`src/rtl/core/kq4_pkg.sv`:
```
// shared widths and default parameters of the 4-bit k-quant dot product
package kq4_pkg;

  // fixed field widths
  localparam int BYTE_W  = 8;
  localparam int NIB_W   = 4;
  localparam int CODE_W  = 7;
  localparam int FLAG_W  = 1;
  localparam int OUT_W   = 64;

  // parameter defaults
  localparam int ACT_WIDTH_DEF    = 16;
  localparam int FACTOR_WIDTH_DEF = 24;
  localparam int ACC_WIDTH_DEF    = 64;

  // queue between front and back
  localparam int QUEUE_DEPTH = 4;

  // extra bits: code*step+base grows by the code width plus one carry
  localparam int SCALE_GROW  = CODE_W + 1;
  // nibble*scale+min grows by a signed nibble plus one carry
  localparam int WEIGHT_GROW = NIB_W + 2;

endpackage

```
`src/rtl/core/kq4_queue.sv`:
```
// short fifo between the front stage and the back pipeline
module kq4_queue #(
  parameter int DATA_W = 8,
  parameter int DEPTH  = kq4_pkg::QUEUE_DEPTH
) (
  input  logic              clk,
  input  logic              rst,
  input  logic              push_valid,
  output logic              push_stall,
  input  logic [DATA_W-1:0] push_data,
  output logic              pop_valid,
  input  logic              pop_stall,
  output logic [DATA_W-1:0] pop_data
);

  localparam int IDX_W = (DEPTH > 1) ? $clog2(DEPTH) : 1;
  localparam int CNT_W = $clog2(DEPTH + 1);

  logic [DATA_W-1:0] mem [DEPTH];
  logic [IDX_W-1:0]  wr_ptr;
  logic [IDX_W-1:0]  rd_ptr;
  logic [CNT_W-1:0]  count;
  logic              push_ok;
  logic              pop_ok;

  assign push_stall = (count == CNT_W'(DEPTH));
  assign pop_valid  = (count != '0);
  assign push_ok    = push_valid && !push_stall;
  assign pop_ok     = pop_valid && !pop_stall;
  assign pop_data   = mem[rd_ptr];

  // storage
  always_ff @(posedge clk) begin
    if (push_ok) begin
      mem[wr_ptr] <= push_data;
    end
  end

  // pointers and fill count
  always_ff @(posedge clk) begin
    if (rst) begin
      wr_ptr <= '0;
      rd_ptr <= '0;
      count  <= '0;
    end else begin
      if (push_ok) begin
        wr_ptr <= (wr_ptr == IDX_W'(DEPTH - 1)) ? '0 : wr_ptr + 1'b1;
      end
      if (pop_ok) begin
        rd_ptr <= (rd_ptr == IDX_W'(DEPTH - 1)) ? '0 : rd_ptr + 1'b1;
      end
      if (push_ok && !pop_ok) begin
        count <= count + 1'b1;
      end else if (pop_ok && !push_ok) begin
        count <= count - 1'b1;
      end
    end
  end

  // fill count stays within depth
  a_count_range: assert property (@(posedge clk) disable iff (rst)
    count <= CNT_W'(DEPTH))
    else $error("queue count beyond depth");

  // a lone push grows the count by one
  a_push_grows: assert property (@(posedge clk) disable iff (rst)
    (push_ok && !pop_ok) |=> (count == $past(count) + 1'b1))
    else $error("queue count did not grow on push");

  // a lone pop shrinks the count by one
  a_pop_shrinks: assert property (@(posedge clk) disable iff (rst)
    (pop_ok && !push_ok) |=> (count == $past(count) - 1'b1))
    else $error("queue count did not shrink on pop");

endmodule

```
`config.mk`:
```
export PLATFORM = sky130hd
export DESIGN_NAME = kq4_queue
export DESIGN_NICKNAME = d
export VERILOG_FILES = /design/src/rtl/core/kq4_pkg.sv /design/src/rtl/core/kq4_queue.sv
export SDC_FILE = /design/constraint.sdc
export NUM_CORES = 1
export LEC_CHECK = 0
export ABC_AREA = 1
export BUFFER_PORTS_ARGS = -buffer_cell sky130_fd_sc_hd__buf_2
export CAP_MARGIN = 20
export CORE_ASPECT_RATIO = 1.1
export CORE_MARGIN = 2
export CORE_UTILIZATION = 46
export CTS_CLUSTER_DIAMETER = 60
export DETAILED_ROUTE_END_ITERATION = 10
export PLACE_DENSITY_LB_ADDON = 0.12
export SLEW_MARGIN = 20
export SYNTH_ARGS = -nofsm -noshare
export SYNTH_HDL_FRONTEND = slang
export SYNTH_SLANG_ARGS = --single-unit
```
`constraint.sdc`:
```
create_clock -name clk -period 1.6 [get_ports clk]
set_input_delay 0.16 -clock clk [delete_from_list [all_inputs] [get_ports clk]]
set_output_delay 0.16 -clock clk [all_outputs]
set_load 0.05 [all_outputs]
```
# --- Word-level counts from Yosys, hierarchy flattened ---
# Memories as Yosys holds them, arrays and structs flattened. A register that Yosys moved wholly into a read port is not among the register bits.
# Cells that the tools add are included.
op_classes:
  add_sub_neg: 4
  eq_ne: 3
  muxes: 8
  n_reduce_logical: 10
op_table:
  columns: ["operator", "n"]
  rows:
  - ["$mux W2", 4]
  - ["$mux W3", 2]
  - ["$add A2 B1 Y2 const B", 2]
  - ["$eq A2 B2 Y1 const B", 2]
  - ["$logic_and A1 B1 Y1", 4]
  - ["$logic_not A1 Y1", 4]
  - ["$add A3 B1 Y3 const B", 1]
  - ["$eq A3 B3 Y1 const B", 1]
  - ["$reduce_bool A3 Y1", 1]
  - ["$sub A3 B1 Y3 const B", 1]
  - ["$mux W1", 2]
  - ["$reduce_bool A2 Y1", 1]
word_totals:
  regBits: 7
  ram_bits: 32
  inputBits: 12
  out_inout_bits: 10
  n_memories: 1
mem_list:
  columns: ["name", "words", "word_bits", "rd", "rd_ports_with_merged_regs", "wr", "line", "text"]
  rows:
  - ["mem", 4, 8, 1, 1, 1, "kq4_queue.sv:19", "logic [DATA_W-1:0] mem [DEPTH];"]

# --- Longest topological paths before layout ---
# Gate-level depths: netlist of run 1.
depth:
  depth_word: 7
  depth_mapped: 13
  depth_no_buf: 13

# --- Worst setup path before layout of run 1 ---
# Ideal clock, no wire load.
synth_timing:
  kind: "reg2reg"
  from: "register count[1]"
  to: "register count[2]"
  t_arrival_ps: 1709
  required_time_ps: 1490
  setup_slack_ps: -219
  path_stages_with_launch: 13
  path_cell_list: "dfxtp_1 nor2_2 nand2_2 nand2_1 ha_1 inv_1 fa_1 inv_1 nand2_1 nand3_1 nand2_1 inv_1 nor2_1"
synth_via:
  word_cells_on_any_way: 14
  classes_between: "add/sub (2); eq/ne (1); mux (2); reduce/logical (9)"
synth_rtl:
  columns: ["element", "line", "text"]
  rows:
  - ["start: declaration", "kq4_queue.sv:22", "logic [CNT_W-1:0] count;"]
  - ["start signal: assignment", "kq4_queue.sv:53", "count <= count + 1'b1;"]
  - ["start signal: assignment", "kq4_queue.sv:55", "count <= count - 1'b1;"]
  - ["$reduce_bool A3 Y1 *", "kq4_queue.sv:27", "assign pop_valid = (count != '0);"]
  - ["via pop_valid", "kq4_queue.sv:11", "output logic pop_valid,"]
  - ["$logic_and A1 B1 Y1 *", "kq4_queue.sv:29", "assign pop_ok = pop_valid && !pop_stall;"]
  - ["$logic_not A1 Y1", "kq4_queue.sv:52", "if (push_ok && !pop_ok) begin"]
  - ["$logic_and A1 B1 Y1", "kq4_queue.sv:52", null]
  - ["$mux W3 or $reduce_bool A2 Y1 (tied branches)", null, null]
# Mark *: on every way through the listed nets, which the timed path passes. The rest lies on a longest branch. The select of a mux whose other input is x is not followed.
# A chain may end at the register's enable or synchronous reset.

# --- Worst setup path after layout of run 1 ---
layout_timing:
  from: "register count[0]"
  to: "register count[1]"
layout_via:
  elab_chain_len: 6
  word_cells_on_any_way: 14
  classes_between: "add/sub (2); eq/ne (1); mux (2); reduce/logical (9)"
layout_lines:
  columns: ["element", "line", "text"]
  rows:
  - ["$eq A3 B3 Y1 *", "kq4_queue.sv:26", "assign push_stall = (count == CNT_W'(DEPTH));"]
  - ["$logic_not A1 Y1 *", "kq4_queue.sv:28", "assign push_ok = push_valid && !push_stall;"]
  - ["$logic_and A1 B1 Y1 *", "kq4_queue.sv:28", null]
  - ["via push_ok", "kq4_queue.sv:23", "logic push_ok;"]
  - ["$logic_not A1 Y1", "kq4_queue.sv:54", "end else if (pop_ok && !push_ok) begin"]
  - ["$logic_and A1 B1 Y1", "kq4_queue.sv:54", null]
  - ["$reduce_bool A2 Y1 (no source line)", null, null]
# Marked as above.

==> results by group, run 1 <==
Placement
  • DP HPWL: approximately 2100 um
  • Port Buffers: 21
  • Final Wtd Congestion: roughly 0.75

Worst hold path
  • Hold crit path type: in -> reg

Logic synthesis
  • Mapped Nets: about 170
  • Register bit count reported by yosys: a little over 40
  • Syn Area/Cell: roughly 12 um^2
  • Sequential-to-total area share from yosys stat: between 60 and 70%
  • Synth unique cells: 20
  • Syn Inst Count: between 100 and 150
  • Synth Warn #: 0
  • Synthesized area: 0.00170 mm^2

Die
  • Die W: 62.0 um
  • Row count: 23
  • Die height: roughly 68 um
  • Initial Utilization: a little under half
  • Core area: ~0.0036 mm^2
  • DIE AREA: approximately 0.0042 mm^2
  • I/O pin cnt: 22

Layout
  • Most frequent cells in the layout: nor2_1 (32), edfxtp_1 (32), buf_4 (21)
  • FILL cells: approximately 320
  • # diodes: 0
  • P&R area growth vs syn: 27.5%
  • FF+latch area: between 0.001 and 0.0015 mm^2
  • Area of the multi-input gates: approximately 520 um^2
  • # nets final: around 210
  • Share of cells above drive strength 1: about 34%

Clock tree
  • TritonCTS Sinks: between 40 and 50
  • Hold_buf cts: 0
  • CTS Root Cell: clkbuf_8
  • Buffer levels on the longest clock path: 2
  • CTS H-tree lvls: 2
  • Clk Latency, worst-skew pair: 290 ps
  • Reg clk slew, reported paths: roughly 80 ps
  • CTS tree: built
  • Num CTS Buffers: 5

Timing
  • Final Max Slew Viols: 0
  • Slew @ Worst Pin: approximately 260 ps
  • Final hold vios: 0
  • Skew final: around 5.7 ps
  • Hold Worst Slack: approximately 20 ps
  • Setup violators final: 0
  • Headroom to the max-slew limit: slightly above 80%
  • Fmax: about 0.63 GHz
  • Final period util: 99.6%
  • RSZ-0062 raised after global routing: true
  • Final min period: 1590 ps

Setup path
  • Worst Setup Path Type: reg -> reg
  • Slowest library cell on the worst path: fa_2
  • CP Capture Type: flip-flop
  • CP cell instances: nor2_4 > nand2_2 > nand2_4 > inv_2 > ha_4 > inv_2 > fa_2 > o21ai_2 > nor2_1
  • CP Launch Type: flip-flop
  • Worst-path fanout max: 2
  • CP required: 1800 ps
  • CP Data Arrival Time: ~1800 ps
  • Most common cell on crit path: inv_2
  • CP peak stage delay: between 400 and 500 ps

GRT
  • Global-route wire length before repair: approximately 5000 um
  • Vias in the first global route: 1,108
  • GRT Overall Usage: between 10% and 20%
  • Antenna violations before repair: 0
  • Largest net degree at the start of global routing: 17
  • Grt total ovfl: 0

Drt
  • Avg WL per Cell: around 13 um
  • Vias/cell: 4.82
  • DRC Markers: 0
  • Antenna viol nets, final: 0
  • Total Wirelength: approximately 3200 um
  • Via Count: 1,156
  • DR iter-0 viols: between 60 and 70
  • First-pass DRT Iterations: 4

Power and ir drop
  • Cell Pwr Density: just under 2000 mW/mm^2
  • Worst IR Drop VDD: slightly above 900 uV
  • Pleak: around 0.9 nW
  • Total power draw: about 4.2 mW

Status
  • Outcome: finished, final reports clean

Job
  • Max-Cap Viols: 0
[layout make-up]
class / instances / share of cell area, %
timing repair buffer: 37 / 11.1
inverter: 18 / 3.23
multi-input combinational: 86 / 23.8
clock inverter: 3 / 3.00
tap: 50 / 2.88
sequential: 41 / 52.9
clock buffer: 5 / 3.17
[power by group]
group          internal (mW)  switching [mW]  total, mW
logic                  0.614            1.17       1.78
clock network          0.620           0.355      0.974
registers               1.33           0.101       1.43
total                   2.57            1.62       4.19
[stage by stage]
stage	cells	setup TNS [ps]	utilization, %	instance area [um^2]	setup WS [ps]
global placement	226	0	54.6	1960	59.2
detailed placement	226	-5.57	54.6	1960	-5.57
global route	240	-147	60.4	2170	-82.7
floorplan	147	-3.41	-	1740	-3.41
CTS	238	-15.6	59.5	2140	-15.6
finish	240	0	60.4	2170	7.13
[critical path, delay by kind of cell (launching register included)]
kind	cells	cell delay [ps]
flip-flops	1	350
adder cells (fa/ha/maj)	2	580
AND/OR/NAND/NOR	4	340
buffers and inverters	2	100
AO/OA/AOI/OAI	1	120
[sequential cells by signal, summed over array words and instances, names as in the netlist, named ones only]
signal and cells:
count 3, mem 32, rd_ptr 2, wr_ptr 2
[final timing paths]
check,cells after the start,slack [ps],from,end
max,9,7,count[0],count[1]
min reg2reg,2,550,wr_ptr[1],wr_ptr[1]
min,2,20,rst,count[0]
max reg2reg,9,7,count[0],count[1]
[cells in the mapped netlist]
| master | count | area, um^2 |
|---|---|---|
| ha_1 | 6 | 75.1 |
| inv_1 | 17 | 63.8 |
| nand3_1 | 1 | 5.00 |
| nand3b_1 | 2 | 15.0 |
| inv_2 | 1 | 3.75 |
| nor2_1 | 32 | 120 |
| o21ai_2 | 3 | 26.3 |
| nor2_2 | 1 | 6.26 |
| edfxtp_1 | 32 | 961 |
| o22ai_1 | 8 | 50.1 |
| a21oi_1 | 2 | 10.0 |
| dfxtp_1 | 9 | 180 |
| xor2_1 | 1 | 8.76 |
| nand2_2 | 3 | 18.8 |
| nand4_1 | 1 | 6.26 |
| nand2_1 | 11 | 41.3 |
| o21ai_0 | 13 | 65.1 |
| buf_6 | 2 | 22.5 |
| fa_1 | 1 | 20.0 |
| o21ai_1 | 1 | 5.00 |
[timing repair]
action	in CTS	in global routing
setup buffers	4	2
setup endpoints to repair	7	10
gates resized for setup	6	9
gates cloned	0	0
pin swaps	4	4
[logic make-up after synthesis]
group                    share of synthesized area, %
buffers and inverters                            5.29
XOR/XNOR                                        0.514
AO/OA/AOI/OAI                                    9.18
adder cells (fa/ha/maj)                          5.58
AND/OR/NAND/NOR                                  12.5
flip-flops                                       67.0
[metal layers]
| metal | global-route usage, % | vias to the layer above | wire length, um |
|---|---|---|---|
| met5 | 0 | - | 0 |
| met4 | 8.78 | 0 | 62 |
| li1 | - | 582 | - |
| met2 | 30.7 | 23 | 1710 |
| met1 | 17.7 | 545 | 1230 |
| met3 | 4.73 | 6 | 157 |
No activity file was read; power rests on OpenSTA's default activity.
==> run 2, diff against run 1 <==
CORE_UTILIZATION = 40   (was 46)
clock period = 1.3 ns   (was 1.6 ns; I/O delays follow)
==> results by group, run 2 (same netlist as run 1, synthesis figures left out) <==
Layout
  • # diodes: 0 (unchanged)
  • Share of cells above drive strength 1: 47.2% (+13 points)
  • Most frequent cells in the layout: edfxtp_1 (32), nor2_1 (28), buf_6 (16)
  • Most common cell after layout, fill and taps aside: edfxtp_1
  • Max FFs per register: 32 (unchanged)
  • Biggest register: mem
  • Final std cells w/o fill: 247 (+2.9%)
  • FILL cells: 329 (+4.4%)
  • Biggest regs: mem x32, count x3
  • P&R area growth vs syn: 41.3%
  • # nets final: 213 (+2.4%)

Timing
  • Final hold vios: 0 (unchanged)
  • Skew final: 8.78 ps (+3.10 ps)
  • Final Max Slew Viols: 0 (unchanged)
  • RSZ-0062 raised after global routing: true
  • Final period util: 126% (+27 points)
  • Setup violators final: 11 (+11)
  • Headroom to the max-slew limit: 85.8% (+3.0 points)
  • Final min period: 1640 ps (+47.8 ps)
  • Setup slack after layout: -341 ps (-348 ps)
  • Slew @ Worst Pin: 211 ps (-49.6 ps)
  • Fmax: 0.610 GHz (-2.9%)

Clock tree
  • CTS H-tree lvls: 2 (unchanged)
  • TritonCTS Sinks: 41 (unchanged)
  • Reg clk slew, reported paths: 70 ps (about the same)
  • Num CTS Buffers: 5 (unchanged)
  • Clk Latency, worst-skew pair: 290 ps (about the same)
  • Buffer levels on the longest clock path: 2 (unchanged)
  • CTS tree: built
  • CTS Root Cell: clkbuf_8

GRT
  • Vias in the first global route: 1,232 (+11%)
  • Global-route wire length before repair: 5460 um (+9.7%)
  • Largest net degree at the start of global routing: 17 (unchanged)
  • Antenna violations before repair: 0 (unchanged)
  • GRT Overall Usage: 15.6% (-1.5 points)
  • Grt total ovfl: 0 (unchanged)

Die
  • I/O pin cnt: 22 (unchanged)
  • DIE AREA: 0.00480 mm^2 (+14%)
  • Initial Utilization: 42.4% (-5.0 points)
  • Core area: 0.00402 mm^2 (+12%)
  • Die height: 72.5 um (+6.8%)
  • Row count: 24 (+4.3%)
  • Die W: 66.2 um (+6.8%)

Drt
  • Antenna viol nets, final: 0 (unchanged)
  • First-pass DRT Iterations: 4 (unchanged)
  • DR iter-0 viols: 38 (-44%)
  • DRC Markers: 0 (unchanged)
  • Total Wirelength: 3310 um (+4.5%)
  • Avg WL per Cell: 13.4 um (+1.6%)
  • Vias/cell: 4.78 (-0.82%)
  • Via Count: 1,180 (+2.1%)

Worst hold path
  • Hold crit path type: in -> reg

Placement
  • Final Wtd Congestion: 0.705 (-6.3%)
  • DP HPWL: 2260 um (+5.1%)
  • Dpl cells: 233 (+3.1%)
  • Port Buffers: 21 (unchanged)

Power and ir drop
  • Pleak: 0.955 nW (+6.6%)
  • Switching Share: 40.6% (+1.9 points)
  • Clock power share: 15.3% (-8.0 points)
  • Combinational power share: 51.6% (+9.1 points)
  • Flop pwr share: 33.1% (-1.1 points)
  • P_sw: 2.20 mW (+36%)
  • Cell Pwr Density: 2250 mW/mm^2 (+17%)
  • Total power draw: 5.42 mW (+30%)
  • Worst IR Drop VDD: 1010 uV (+9.2%)
  • Power Internal: 3.22 mW (+26%)

Status
  • Outcome: finished with violations
  • Failing checks: setup timing

Setup path
  • CP Capture Type: flip-flop
  • CP required: 1480 ps (-320 ps)
  • Worst-path fanout max: 2 (unchanged)
  • CP Data Arrival Time: 1820 ps (+30 ps)
  • CP Launch Type: flip-flop
  • Worst Setup Path Type: reg -> reg

Job
  • Max-Cap Viols: 0 (unchanged)
==> run 2: final cells by class <==
type                       count  area [um^2]  area share (%)
inverter                      18         80.1            3.33
multi-input combinational     86          643            26.7
sequential                    41         1150            47.9
timing repair buffer          42          373            15.5
clock buffer                   7         86.3            3.59
clock inverter                 1         7.51           0.312
tap                           52         65.1            2.70
==> run 2: path summary, 6_finish.rpt <==
check | from | end | slack [ps] | depth (start not counted)
setup / recovery | count[0] | count[1] | -340 | 9
hold / removal | push_data[1] | mem[2][1] | 50 | 1
setup reg to reg | count[0] | count[1] | -340 | 9
hold reg to reg | rd_ptr[1] | flip-flop | 520 | 2
==> run 2: power groups by stage <==
stage	logic, mW	registers, mW	clock network (mW)
floorplan	1.62	1.78	0
detailed placement	2.22	1.77	0
global route	3.01	1.82	0.903
finish	2.80	1.80	0.830
global placement	2.16	1.76	0
CTS	2.66	1.78	0.859
==> run 2: worst max-delay path, cell delays in order (launching register included) <==
cell and delay (ps):
dfxtp_2 340, nor2_4 140, nand2_2 90, nand2_4 80, inv_4 30, ha_4 150
inv_2 60, fa_2 440, o21ai_2 140, nor2_1 60
==> run 2: metal layers <==
layer / track usage [%] / part of all wire [%]
met5: 0 / 0
met3: 3.41 / 3.7
met1: 16.6 / 40
met4: 6.12 / 1.5
met2: 29.4 / 55
==> run 2: timing repair <==
action	4_1_cts	5_1_grt
hold buffers	1	0
setup buffers	5	1
gates resized for setup	53	21
pin swaps	15	14
setup endpoints to repair	20	37
endpoints found under the hold margin	1	0
cloned	0	0
==> run 2: metrics by stage <==
stage               hold WS, ps  setup slack, ps  setup TNS [ps]  area (um^2)  util [%]
floorplan                   195             -303           -2300         1790         -
global placement            298             -246            -447         2050      51.1
detailed placement          297             -296            -635         2050      51.1
CTS                        38.0             -311           -1270         2320      57.7
global route               43.4             -377           -2170         2410      59.8
finish                     50.4             -341           -1270         2410      59.8
==> run 3, diff against run 2 <==
ABC_AREA = unset   (was 1)
==> results by group, run 3 <==
Layout
  • # diodes: 0 (unchanged)
  • Max FFs per register: 32 (unchanged)
  • # nets final: 154 (-28%)
  • P&R area growth vs syn: 33.6%
  • Most frequent cells in the layout: edfxtp_1 (32), buf_6 (12), buf_2 (11), buf_4 (11), mux4_2 (8)
  • Final core utilization: 55.6% (-4.2 points)
  • Biggest regs: mem x32, count x3
  • Biggest register: mem
  • FILL cells: 341 (+3.6%)
  • Final std cells w/o fill: 188 (-24%)
  • Most common cell after layout, fill and taps aside: edfxtp_1
  • Share of cells above drive strength 1: 53.7% (+6.5 points)

Timing
  • Hold Worst Slack: 52.4 ps (+1.97 ps)
  • Setup slack after layout: -673 ps (-332 ps)
  • Headroom to the max-slew limit: 83.9% (-1.8 points)
  • Setup violators final: 49 (+38)
  • Skew final: 7.51 ps (-1.27 ps)
  • RSZ-0062 raised after global routing: true
  • Final Max Slew Viols: 0 (unchanged)
  • Final hold vios: 0 (unchanged)
  • Final min period: 1970 ps (+332 ps)
  • Final period util: 152% (+26 points)
  • Slew @ Worst Pin: 238 ps (+26.9 ps)
  • Fmax: 0.507 GHz (-17%)
  • Final setup TNS: -14,080 ps (-12,800 ps)

Setup path
  • CP peak stage delay: 350 ps (-90 ps)
  • CP cell instances: or3b_4 > clkinv_8 > nor2_4 > ha_4 > inv_2 > fa_2 > xor2_1 > or3_4 > a21oi_2
  • Worst Setup Path Type: reg -> reg
  • CP Buf/Inv Count: 2 (unchanged)
  • CP Capture Type: flip-flop
  • R2R Path Start: count[2]
  • Reg2reg setup slack: -670 ps (-330 ps)
  • CP Launch Type: flip-flop
  • CP Data Arrival Time: 2200 ps (+380 ps)
  • Reg2reg end: count[2]
  • Worst-path fanout max: 3 (+1)
  • Reg2Reg Depth: 9 (unchanged)
  • Slowest library cell on the worst path: fa_2
  • CP required: 1530 ps (+50 ps)
  • Crit-path leading delay family: simple AND/OR/NAND/NOR gates

Placement
  • Dpl cells: 175 (-25%)
  • Port Buffers: 21 (unchanged)
  • Final Wtd Congestion: 0.723 (+2.6%)
  • DP HPWL: 1840 um (-18%)

Logic synthesis
  • Most frequent cell after synthesis: edfxtp_1
  • Top FF cell, synth: edfxtp_1
  • Synth top area cells: edfxtp_1 (58%), dfxtp_1 (11%), mux4_2 (11%), ha_1 (4.6%), and3_2 (1.8%)
  • Async SR Flop Fraction: 0% (unchanged)
  • Mapped Nets: 113 (-32%)
  • Yosys top cell area share: 58.3% (+1.9 points)
  • Synth unique cells: 27 (+35%)
  • Sequential-to-total area share from yosys stat: 69.2% (+2.2 points)
  • Synth Warn #: 0 (unchanged)
  • Synthesized area: 0.00165 mm^2 (-3.2%)
  • Post-synth EDFFs: 32 (unchanged)
  • Register bit count reported by yosys: 41 (unchanged)
  • Syn Inst Count: 94 (-36%)
  • Syn Area/Cell: 17.5 um^2 (+51%)
  • Synth cell count leaders: edfxtp_1 (32), dfxtp_1 (9), mux4_2 (8), ha_1 (6), inv_1 (5)
  • Leading area contributor after synthesis: edfxtp_1

Die
  • DIE AREA: 0.00465 mm^2 (-3.0%)
  • Row count: 24 (unchanged)
  • Die height: 71.3 um (-1.5%)
  • I/O pin cnt: 22 (unchanged)
  • Core area: 0.00396 mm^2 (-1.5%)
  • Die W: 65.2 um (-1.5%)
  • Initial Utilization: 41.6% (-0.75 points)

Clock tree
  • Num CTS Buffers: 5 (unchanged)
  • Hold_buf cts: 0 (-1)
  • CTS Root Cell: clkbuf_8
  • Clk Latency, worst-skew pair: 290 ps (about the same)
  • TritonCTS Sinks: 41 (unchanged)
  • CTS tree: built
  • Buffer levels on the longest clock path: 2 (unchanged)
  • Reg clk slew, reported paths: 80 ps (about the same)
  • CTS H-tree lvls: 2 (unchanged)

Worst hold path
  • Hold Crit Start: push_data[1]
  • Hold path depth: 1 (unchanged)
  • Hold crit path type: in -> reg
  • WHS Endpoint: mem[2][1]

Power and ir drop
  • Total power draw: 4.48 mW (-18%)
  • Cell Pwr Density: 2030 mW/mm^2 (-9.9%)
  • Worst IR Drop VDD: 1380 uV (+36%)
  • Pleak: 0.817 nW (-14%)

Drt
  • Avg WL per Cell: 14.4 um (+7.8%)
  • DRC Markers: 0 (unchanged)
  • First-pass DRT Iterations: 4 (unchanged)
  • Vias/cell: 4.86 (+1.8%)
  • Via Count: 914 (-23%)
  • Antenna viol nets, final: 0 (unchanged)
  • DR iter-0 viols: 32 (-16%)
  • Total Wirelength: 2720 um (-18%)

Job
  • Max-Cap Viols: 0 (unchanged)

Status
  • Failing checks: setup timing
  • Outcome: finished with violations

GRT
  • GRT Overall Usage: 13.4% (-2.2 points)
  • Largest net degree at the start of global routing: 13 (-4)
  • Grt total ovfl: 0 (unchanged)
  • Antenna violations before repair: 0 (unchanged)
  • Global-route wire length before repair: 4570 um (-16%)
  • Vias in the first global route: 944 (-23%)
-- run 3: repair_timing --
action,4_1_cts,5_1_grt
endpoints found under the setup margin,49,49
gates resized for setup,32,2
buffers inserted,4,1
pin swaps,11,2
-- run 3: report_power, final --
group / switching [mW] / total [mW] / leakage [nW] / internal, mW
sequential: 0.0995 / 1.71 / 0.369 / 1.62
clock: 0.408 / 0.769 / 0.0430 / 0.361
combinational: 1.03 / 1.99 / 0.405 / 0.960
-- run 3: stage by stage --
stage / cell area [um^2] / worst slack [ps]
CTS: 2190 / -667
global placement: 1970 / -690
floorplan: 1710 / -720
detailed placement: 1970 / -739
finish: 2200 / -673
global route: 2200 / -770
-- run 3: area by class of cell --
type	instances	area [um^2]	share of cell area [%]
Inverter	6	37.5	1.70
Timing Repair Buffer	38	343	15.6
Clock buffer	5	68.8	3.12
Clock inverter	3	12.5	0.568
Multi-Input combinational cell	43	526	23.9
Sequential cell	41	1150	52.2
Tap cell	52	65.1	2.95
-- run 3: logic make-up after synthesis --
group	Yosys count	synth area share (%)
and+or+nand+nor	16	6.15
muxes	9	11.5
buffers and inverters	10	3.11
adders and majority gates	7	5.77
xor gates and xnor gates	2	1.06
DFF	41	69.2
AOI/OAI and AO/OA	9	3.19
-- run 3: how the worst max path moves through the flow --
stage	start	end	slack [ps]	depth (start not counted)
detailed placement	count[2]	count[2]	-740	9
finish	count[2]	count[2]	-670	9
global route	count[2]	count[2]	-770	9
CTS	count[2]	count[2]	-670	9
floorplan	count[2]	count[2]	-720	10
global placement	count[2]	count[2]	-690	9
-- run 3: per-layer routing --
metal  vias up  part of all wire (%)  GRT usage (%)
li1        440                     -              -
met1       450                    41           15.7
met2        18                    53           23.0
met3         6                   4.0           4.40
met4         0                   1.6           4.86
met5         -                     0              0
